$ cat config.mk
export PLATFORM = sky130hd
export DESIGN_NAME = iir_direct_form_one_filter
export DESIGN_NICKNAME = d
export VERILOG_FILES = /design/src/hdl/iirdf1_pkg.sv /design/src/hdl/iir_direct_form_one_filter.sv /design/src/hdl/iirdf1_front.sv /design/src/hdl/iirdf1_queue.sv /design/src/hdl/iirdf1_back.sv
export SDC_FILE = /design/constraint.sdc
export NUM_CORES = 2
export LEC_CHECK = 0
export BUFFER_PORTS_ARGS = -buffer_cell sky130_fd_sc_hd__buf_2
export CAP_MARGIN = 40
export CORE_UTILIZATION = 35
export DETAILED_ROUTE_END_ITERATION = 6
export PLACE_DENSITY_LB_ADDON = 0.1
export SLEW_MARGIN = 20
export SYNTH_ARGS = -nofsm -noshare
export SYNTH_HDL_FRONTEND = slang
export SYNTH_SLANG_ARGS = --single-unit
export TNS_END_PERCENT = 20
$ cat constraint.sdc
create_clock -name clock -period 24.2 [get_ports clock]
set_clock_uncertainty 0.05 [all_clocks]
set_input_delay 0 -clock clock [delete_from_list [all_inputs] [get_ports clock]]
set_output_delay 0 -clock clock [all_outputs]
set_load 0.05 [all_outputs]
$ cat src/hdl/iirdf1_pkg.sv
`timescale 1ns / 1ps

package iirdf1_pkg;

   localparam int SAMPLE_WIDTH    = 16;
   localparam int COEF_WIDTH      = 18;
   localparam int FRAC_BITS       = 14;
   localparam int ORDER_WIDTH     = 2;
   localparam int CSR_INDEX_WIDTH = 3;

   // A 16 x 18 product, and headroom for the sum of five of them.
   localparam int PROD_WIDTH = SAMPLE_WIDTH + COEF_WIDTH;
   localparam int ACC_WIDTH  = PROD_WIDTH + 3;
   localparam int QUOT_WIDTH = ACC_WIDTH - FRAC_BITS;

   localparam int QUEUE_DEPTH       = 2;
   localparam int QUEUE_PTR_WIDTH   = 1;
   localparam int QUEUE_COUNT_WIDTH = 2;

   // Register indexes on the configuration port.
   localparam logic [CSR_INDEX_WIDTH-1:0] CSR_FILTER_ORDER  = 3'd0;
   localparam logic [CSR_INDEX_WIDTH-1:0] CSR_NUMERATOR_0   = 3'd1;
   localparam logic [CSR_INDEX_WIDTH-1:0] CSR_NUMERATOR_1   = 3'd2;
   localparam logic [CSR_INDEX_WIDTH-1:0] CSR_NUMERATOR_2   = 3'd3;
   localparam logic [CSR_INDEX_WIDTH-1:0] CSR_DENOMINATOR_1 = 3'd4;
   localparam logic [CSR_INDEX_WIDTH-1:0] CSR_DENOMINATOR_2 = 3'd5;

   typedef logic signed [SAMPLE_WIDTH-1:0] sample_type;
   typedef logic signed [COEF_WIDTH-1:0]   coef_type;
   typedef logic signed [PROD_WIDTH-1:0]   prod_type;
   typedef logic signed [ACC_WIDTH-1:0]    acc_type;
   typedef logic signed [QUOT_WIDTH-1:0]   quot_type;

   localparam sample_type SAMPLE_MAX = 16'sh7FFF;
   localparam sample_type SAMPLE_MIN = 16'sh8000;
   localparam acc_type    ROUND_HALF = acc_type'(longint'(1) << (FRAC_BITS - 1));

   localparam logic [ORDER_WIDTH-1:0] ORDER_RESET = 2'd2;
   localparam coef_type               UNITY_COEF  = 18'sd16384;

   typedef struct packed {
      logic [ORDER_WIDTH-1:0] filter_order;
      coef_type               numerator_0;
      coef_type               numerator_1;
      coef_type               numerator_2;
      coef_type               denominator_1;
      coef_type               denominator_2;
   } csr_type;

   typedef struct packed {
      acc_type feed_forward;
      logic    clear;
   } mid_type;

   typedef struct packed {
      sample_type filtered;
      logic       saturated;
   } rsp_type;

   // Order 0 behaves as first order and order 3 as second order.
   function automatic logic second_order(input logic [ORDER_WIDTH-1:0] order);
      return order[1];
   endfunction

endpackage

$ cat src/hdl/iir_direct_form_one_filter.sv
`timescale 1ns / 1ps
// Channel   Direction  Beat moves on                 Payload
// req       in         req_push & !req_full          req_sample, req_clear
// rsp       out        rsp_pop & !rsp_empty          rsp_filtered, rsp_saturated
// csr       in         csr_valid & csr_ready         csr_index, csr_data
//
// One sample can be taken every cycle while req_full is low. A result is registered in the
// middle queue and then in the result buffer before it reaches the rsp ports.
// The rate is set by the output feedback loop, which closes in the back end.
// Reset is synchronous: it empties both queues, zeroes the histories and loads the
// default coefficients (unity pass-through, second order).
// A stalled result side fills the result buffer and then the middle queue, which raises req_full.

module iir_direct_form_one_filter (
   input  logic                                       clock,
   input  logic                                       reset,
   input  logic                                       req_push,
   output logic                                       req_full,
   input  iirdf1_pkg::sample_type                     req_sample,
   input  logic                                       req_clear,
   output logic                                       rsp_empty,
   input  logic                                       rsp_pop,
   output iirdf1_pkg::sample_type                     rsp_filtered,
   output logic                                       rsp_saturated,
   input  logic                                       csr_valid,
   output logic                                       csr_ready,
   input  logic [iirdf1_pkg::CSR_INDEX_WIDTH-1:0]     csr_index,
   input  iirdf1_pkg::coef_type                       csr_data
);
   import iirdf1_pkg::*;

   // Coefficient and order registers. A write needs no wait state, so the
   // port is always ready; indexes past the last register are dropped.
   csr_type csr_ff, csr_in;
   logic    csr_write;

   // Front end to back end.
   logic    mid_push, mid_full, mid_pop, mid_empty;
   mid_type mid_push_data, mid_pop_data;

   assign csr_ready = 1'b1;
   assign csr_write = csr_valid & csr_ready;

   always_comb begin
      csr_in = csr_ff;
      if (csr_write) begin
         case (csr_index)
            CSR_FILTER_ORDER:  csr_in.filter_order  = csr_data[ORDER_WIDTH-1:0];
            CSR_NUMERATOR_0:   csr_in.numerator_0   = csr_data;
            CSR_NUMERATOR_1:   csr_in.numerator_1   = csr_data;
            CSR_NUMERATOR_2:   csr_in.numerator_2   = csr_data;
            CSR_DENOMINATOR_1: csr_in.denominator_1 = csr_data;
            CSR_DENOMINATOR_2: csr_in.denominator_2 = csr_data;
            default:           csr_in = csr_ff;
         endcase
      end
   end

   always_ff @(posedge clock) begin
      if (reset) begin
         csr_ff.filter_order  <= ORDER_RESET;
         csr_ff.numerator_0   <= UNITY_COEF;
         csr_ff.numerator_1   <= '0;
         csr_ff.numerator_2   <= '0;
         csr_ff.denominator_1 <= '0;
         csr_ff.denominator_2 <= '0;
      end else begin
         csr_ff <= csr_in;
      end
   end

   // The front end applies the clear bit to the input history and forms the
   // feed-forward sum as the sample arrives.
   iirdf1_front u_front (
      .clock      (clock),
      .reset      (reset),
      .req_push   (req_push),
      .req_full   (req_full),
      .req_sample (req_sample),
      .req_clear  (req_clear),
      .csr        (csr_ff),
      .mid_push   (mid_push),
      .mid_data   (mid_push_data),
      .mid_full   (mid_full)
   );

   // The middle queue lets the front keep accepting while the back end waits
   // on a full result buffer.
   iirdf1_queue u_queue (
      .clock     (clock),
      .reset     (reset),
      .push      (mid_push),
      .push_data (mid_push_data),
      .full      (mid_full),
      .pop       (mid_pop),
      .pop_data  (mid_pop_data),
      .empty     (mid_empty)
   );

   // The back end closes the output feedback loop, rounds, saturates and
   // buffers the result.
   iirdf1_back u_back (
      .clock         (clock),
      .reset         (reset),
      .csr           (csr_ff),
      .mid_empty     (mid_empty),
      .mid_data      (mid_pop_data),
      .mid_pop       (mid_pop),
      .rsp_empty     (rsp_empty),
      .rsp_pop       (rsp_pop),
      .rsp_filtered  (rsp_filtered),
      .rsp_saturated (rsp_saturated)
   );

endmodule

$ cat src/hdl/iirdf1_front.sv
`timescale 1ns / 1ps

module iirdf1_front (
   input  logic                  clock,
   input  logic                  reset,
   input  logic                  req_push,
   output logic                  req_full,
   input  iirdf1_pkg::sample_type req_sample,
   input  logic                  req_clear,
   input  iirdf1_pkg::csr_type    csr,
   output logic                  mid_push,
   output iirdf1_pkg::mid_type    mid_data,
   input  logic                  mid_full
);
   import iirdf1_pkg::*;

   sample_type x1_ff, x1_in, x2_ff, x2_in;
   sample_type x1_eff, x2_eff;
   prod_type   prod_0, prod_1, prod_2;
   logic       accept;
   logic       second;

   assign req_full = mid_full;
   assign accept   = req_push & ~mid_full;
   assign mid_push = accept;
   assign second   = second_order(csr.filter_order);

   // The feed-forward half of the filter needs only the input history,
   // so it is finished here and handed on as one partial sum.
   always_comb begin
      x1_eff = req_clear ? '0 : x1_ff;
      x2_eff = req_clear ? '0 : x2_ff;
      prod_0 = req_sample * csr.numerator_0;
      prod_1 = x1_eff * csr.numerator_1;
      prod_2 = x2_eff * csr.numerator_2;
      if (!second) begin
         prod_2 = '0;
      end
      mid_data.feed_forward = ACC_WIDTH'(prod_0) + ACC_WIDTH'(prod_1) + ACC_WIDTH'(prod_2);
      mid_data.clear        = req_clear;
   end

   always_comb begin
      x1_in = x1_ff;
      x2_in = x2_ff;
      if (accept) begin
         x1_in = req_sample;
         x2_in = second ? x1_eff : x2_eff;
      end
   end

   always_ff @(posedge clock) begin
      if (reset) begin
         x1_ff <= '0;
         x2_ff <= '0;
      end else begin
         x1_ff <= x1_in;
         x2_ff <= x2_in;
      end
   end

endmodule

$ cat src/hdl/iirdf1_queue.sv
`timescale 1ns / 1ps

module iirdf1_queue (
   input  logic                clock,
   input  logic                reset,
   input  logic                push,
   input  iirdf1_pkg::mid_type push_data,
   output logic                full,
   input  logic                pop,
   output iirdf1_pkg::mid_type pop_data,
   output logic                empty
);
   import iirdf1_pkg::*;

   mid_type                      entry_ff [QUEUE_DEPTH];
   logic [QUEUE_PTR_WIDTH-1:0]   wr_ptr_ff, wr_ptr_in;
   logic [QUEUE_PTR_WIDTH-1:0]   rd_ptr_ff, rd_ptr_in;
   logic [QUEUE_COUNT_WIDTH-1:0] count_ff, count_in;
   logic                         do_push, do_pop;

   assign full     = (count_ff == QUEUE_COUNT_WIDTH'(QUEUE_DEPTH));
   assign empty    = (count_ff == '0);
   assign do_push  = push & ~full;
   assign do_pop   = pop & ~empty;
   assign pop_data = entry_ff[rd_ptr_ff];

   always_comb begin
      wr_ptr_in = do_push ? wr_ptr_ff + 1'b1 : wr_ptr_ff;
      rd_ptr_in = do_pop ? rd_ptr_ff + 1'b1 : rd_ptr_ff;
      count_in  = count_ff;
      if (do_push && !do_pop) begin
         count_in = count_ff + 1'b1;
      end else if (do_pop && !do_push) begin
         count_in = count_ff - 1'b1;
      end
   end

   always_ff @(posedge clock) begin
      if (reset) begin
         wr_ptr_ff <= '0;
         rd_ptr_ff <= '0;
         count_ff  <= '0;
      end else begin
         wr_ptr_ff <= wr_ptr_in;
         rd_ptr_ff <= rd_ptr_in;
         count_ff  <= count_in;
      end
   end

   always_ff @(posedge clock) begin
      if (do_push) begin
         entry_ff[wr_ptr_ff] <= push_data;
      end
   end

endmodule

$ cat src/hdl/iirdf1_back.sv
`timescale 1ns / 1ps

module iirdf1_back (
   input  logic                   clock,
   input  logic                   reset,
   input  iirdf1_pkg::csr_type     csr,
   input  logic                   mid_empty,
   input  iirdf1_pkg::mid_type     mid_data,
   output logic                   mid_pop,
   output logic                   rsp_empty,
   input  logic                   rsp_pop,
   output iirdf1_pkg::sample_type rsp_filtered,
   output logic                   rsp_saturated
);
   import iirdf1_pkg::*;

   localparam quot_type QUOT_MAX = QUOT_WIDTH'(SAMPLE_MAX);
   localparam quot_type QUOT_MIN = QUOT_WIDTH'(SAMPLE_MIN);

   sample_type y1_ff, y1_in, y2_ff, y2_in;
   sample_type y1_eff, y2_eff;
   prod_type   prod_1, prod_2;
   acc_type    acc_sum;
   quot_type   quot;
   rsp_type    result;
   logic       second;

   rsp_type                      entry_ff [QUEUE_DEPTH];
   logic [QUEUE_PTR_WIDTH-1:0]   wr_ptr_ff, wr_ptr_in;
   logic [QUEUE_PTR_WIDTH-1:0]   rd_ptr_ff, rd_ptr_in;
   logic [QUEUE_COUNT_WIDTH-1:0] count_ff, count_in;
   logic                         out_full, do_pop;

   assign second  = second_order(csr.filter_order);
   assign out_full = (count_ff == QUEUE_COUNT_WIDTH'(QUEUE_DEPTH));
   assign mid_pop = ~mid_empty & ~out_full;

   // Feedback half, round half up, floor shift, and clip to 16 bits.
   always_comb begin
      y1_eff  = mid_data.clear ? '0 : y1_ff;
      y2_eff  = mid_data.clear ? '0 : y2_ff;
      prod_1  = y1_eff * csr.denominator_1;
      prod_2  = y2_eff * csr.denominator_2;
      if (!second) begin
         prod_2 = '0;
      end
      acc_sum = mid_data.feed_forward - ACC_WIDTH'(prod_1) - ACC_WIDTH'(prod_2) + ROUND_HALF;
      quot    = acc_sum[ACC_WIDTH-1:FRAC_BITS];
      if (quot > QUOT_MAX) begin
         result.filtered  = SAMPLE_MAX;
         result.saturated = 1'b1;
      end else if (quot < QUOT_MIN) begin
         result.filtered  = SAMPLE_MIN;
         result.saturated = 1'b1;
      end else begin
         result.filtered  = quot[SAMPLE_WIDTH-1:0];
         result.saturated = 1'b0;
      end
   end

   always_comb begin
      y1_in = y1_ff;
      y2_in = y2_ff;
      if (mid_pop) begin
         y1_in = result.filtered;
         y2_in = second ? y1_eff : y2_eff;
      end
   end

   always_ff @(posedge clock) begin
      if (reset) begin
         y1_ff <= '0;
         y2_ff <= '0;
      end else begin
         y1_ff <= y1_in;
         y2_ff <= y2_in;
      end
   end

   // Two-entry result buffer so the back end keeps going while a result waits.
   assign rsp_empty     = (count_ff == '0);
   assign do_pop        = rsp_pop & ~rsp_empty;
   assign rsp_filtered  = entry_ff[rd_ptr_ff].filtered;
   assign rsp_saturated = entry_ff[rd_ptr_ff].saturated;

   always_comb begin
      wr_ptr_in = mid_pop ? wr_ptr_ff + 1'b1 : wr_ptr_ff;
      rd_ptr_in = do_pop ? rd_ptr_ff + 1'b1 : rd_ptr_ff;
      count_in  = count_ff;
      if (mid_pop && !do_pop) begin
         count_in = count_ff + 1'b1;
      end else if (do_pop && !mid_pop) begin
         count_in = count_ff - 1'b1;
      end
   end

   always_ff @(posedge clock) begin
      if (reset) begin
         wr_ptr_ff <= '0;
         rd_ptr_ff <= '0;
         count_ff  <= '0;
      end else begin
         wr_ptr_ff <= wr_ptr_in;
         rd_ptr_ff <= rd_ptr_in;
         count_ff  <= count_in;
      end
   end

   always_ff @(posedge clock) begin
      if (mid_pop) begin
         entry_ff[wr_ptr_ff] <= result;
      end
   end

endmodule

==> impl_metrics.env <==
export IMPL_run_status="finished clean"
export IMPL_ios=63
export IMPL_synth_edf_count=108
export IMPL_cp_common_cell="fa_1"
export IMPL_fin_crit_ps=15090
export IMPL_cts_max_level=2
export IMPL_crit_path_end_kind="flip-flop"
export IMPL_synth_seq_area_share_pct=9.719
export IMPL_ant_nets=0
export IMPL_syn_avg_cell_area_um2=9.476
export IMPL_fp_dieW_um=440.7
export IMPL_drive_above_1_share_pct=4.982
export IMPL_synth_distinct_cells=74
export IMPL_vias=46458
export IMPL_routabilityCongestion=0.8264
export IMPL_cap_violations=0
export IMPL_required_ps=24420
export IMPL_antenna_found_initial=10
export IMPL_insertion_delay_ps=580
export IMPL_cts_sinks=273
export IMPL_worst_pin_slew_ps=886.7
export IMPL_drc=0
export IMPL_numCtsBuffers=35
export IMPL_cts_setup_buffers=0
export IMPL_grt_total_usage_pct=21.56
export IMPL_vias_per_cell=4.829
export IMPL_synth_cell_area_um2=67360
export IMPL_start_kind="flip-flop"
export IMPL_synth_mux_area_fraction_pct=0.9213
export IMPL_min_from="req_sample[9]"
export IMPL_maxSlewHeadroom_pct=40.85
export IMPL_placed_cells=9487
export IMPL_rr_worst_depth=45
export IMPL_p_leak_nw=33.96
export IMPL_root_buffer="clkbuf_16"
export IMPL_num_rows=160
export IMPL_hpwl_um=167500
export IMPL_core_um2=190600
export IMPL_ir_drop_uv=147.6
export IMPL_dieArea_um2=194200
export IMPL_start_util_pct=35.34
export IMPL_synth_warnings=0
export IMPL_min_path_type="in -> reg"
export IMPL_final_common_cell="inv_1"
export IMPL_async_flop_share_pct=0
export IMPL_use_met3_pct=1.046
export IMPL_setup_viol=0
export IMPL_totalWireLength_um=202700
export IMPL_dieHeight_um=440.7
export IMPL_synth_compound_area_share_pct=4.172
export IMPL_area_growth_pct=8.054
export IMPL_syn_nets=9254
export IMPL_worst_path_max_delay_cell="and2_0"
export IMPL_maxSlewViolCount=0
export IMPL_routedWlPerCell_um=21.07
export IMPL_powerDensity_nw_per_um2=58.46
export IMPL_fin_nets=9225
export IMPL_clk_pin_slew_ps=70
export IMPL_crit_type="reg -> reg"
export IMPL_top_usage_layer="met2"
export IMPL_fin_tns_setup_ps=0
export IMPL_cts_tree="yes"
export IMPL_gr_total_overflow=0
export IMPL_critPathMaxStageDelay_ps=800
export IMPL_grt_max_degree=213
export IMPL_grt_pass1_wl_um=314600
export IMPL_synth_flop_cell="dfxtp_1"
export IMPL_fin_crit_sh_pct=62.37
export IMPL_cts_buffer_depth=3
export IMPL_finalHoldViolCount=0
export IMPL_synth_simple_area_share_pct=14.85
export IMPL_synthAdderAreaFrac_pct=57.52
export IMPL_crit_arrival_ps=15310
export IMPL_ys_ff_latch=273
export IMPL_synth_top_family_by_area="adder cells"
export IMPL_port_buffers=61
export IMPL_netlist_instances=7108
export IMPL_rsz0062_at_grt="false"
export IMPL_hold_depth=3
export IMPL_met1_usage_pct=27.02
export IMPL_path_max_fanout=212
export IMPL_final_cell_mix="inv_1 (1658), fa_1 (1656), nand2_1 (1086), ha_1 (447), and3_1 (296)"
export IMPL_max_freq_mhz=66.25
export IMPL_grt_pass1_vias=51078
export IMPL_instances_no_fill=9621
export IMPL_use_met2_pct=39.92
export IMPL_drt_iter0_drc=2310
export IMPL_synthXorXnorAreaFrac_pct=1.726
export IMPL_first_pass_iters=5
## power breakdown
part | total [W] | leakage, nW | internal (W) | switching (W)
Sequential | 0.000813 | 2.35 | 0.000750 | 0.0000638
Combinational | 0.00292 | 31.1 | 0.00106 | 0.00185
Clock | 0.000526 | 0.556 | 0.000300 | 0.000226
## routing by layer
metal,vias up,routed length (um)
met5,-,8
met4,2,6603
met3,182,4720
met2,645,107700
met1,24581,83660
li1,21048,-
## kinds of logic after synthesis
logic type	Yosys count
xor+xnor	131
flops	273
other cells	1
fa+ha+maj	2103
mux	57
buf+inv	1986
compound gates	443
simple gates	2114
## stage by stage
step                      power, W  setup WS (ps)  utilization (%)  instance area [um2]  hold slack (ps)
final                     0.004255           9106            38.19                72780            38.75
after global routing      0.004625           8272            38.18                72770            20.19
after CTS                 0.004297           9161            38.08                72570            3.264
after detailed placement  0.003737           9183            37.22                70930            302.5
after global placement    0.003699           8850            36.90                70330            285.3
after floorplan           0.002858          11340                -                67360            48.87
## what timing repair did
item	4_1_cts	5_1_grt
hold endpoints to repair	133	0
resized for setup	0	0
hold buffers	52	0
## cells in the mapped netlist, types with 51 or more instances
cell type / instances / area, um2
nand3_1: 52 / 260.3
and3_1: 297 / 1858
inv_1: 1659 / 6227
edfxtp_1: 108 / 3243
nor2b_1: 51 / 319.1
nand2b_1: 72 / 450.4
and2_1: 290 / 1814
nor2_1: 179 / 671.9
a21oi_1: 190 / 950.9
ha_1: 447 / 5593
fa_1: 1656 / 33150
xnor2_1: 98 / 858.3
clkbuf_1: 304 / 1141
nand2_1: 1086 / 4076
dfxtp_1: 165 / 3303
## layout make-up
cell class              count  area [um2]
flip-flops and latches    273        6549
well taps                2511        3142
clock inverters            17       145.1
inverters                1660        6231
clock buffers              46       979.7
multi-input cells        4849       53420
fillers                 19373      117800
repair buffers            260        2306
diodes                      5       12.51
## flip-flops by register name (all words and copies together) (netlist names), 2 cells and up, named ones only
register,count
u_back.y1_ff,16
u_front.x1_ff,16
u_back.y2_ff,16
u_front.x2_ff,16
csr_ff,91
u_queue.entry_ff,74
u_back.count_ff,2
u_queue.count_ff,2
u_back.entry_ff,34
## path summary, 6_finish.rpt
path | slack [ps] | to
worst min register to register | 410 | csr_ff[39]
worst min-delay path | 40 | u_front.x1_ff[9]
worst max-delay path | 9110 | u_back.entry_ff[1][14]
worst max register to register | 9110 | u_back.entry_ff[1][14]
## critical path, delay by kind of cell, from the launching register on
family,cells,cell delay [ps]
compound gates,14,4050
simple gates,6,2050
buf+inv,9,1350
fa+ha+maj,15,6590
flops,1,310
mux,1,290
(Power assumes the default switching activity.)
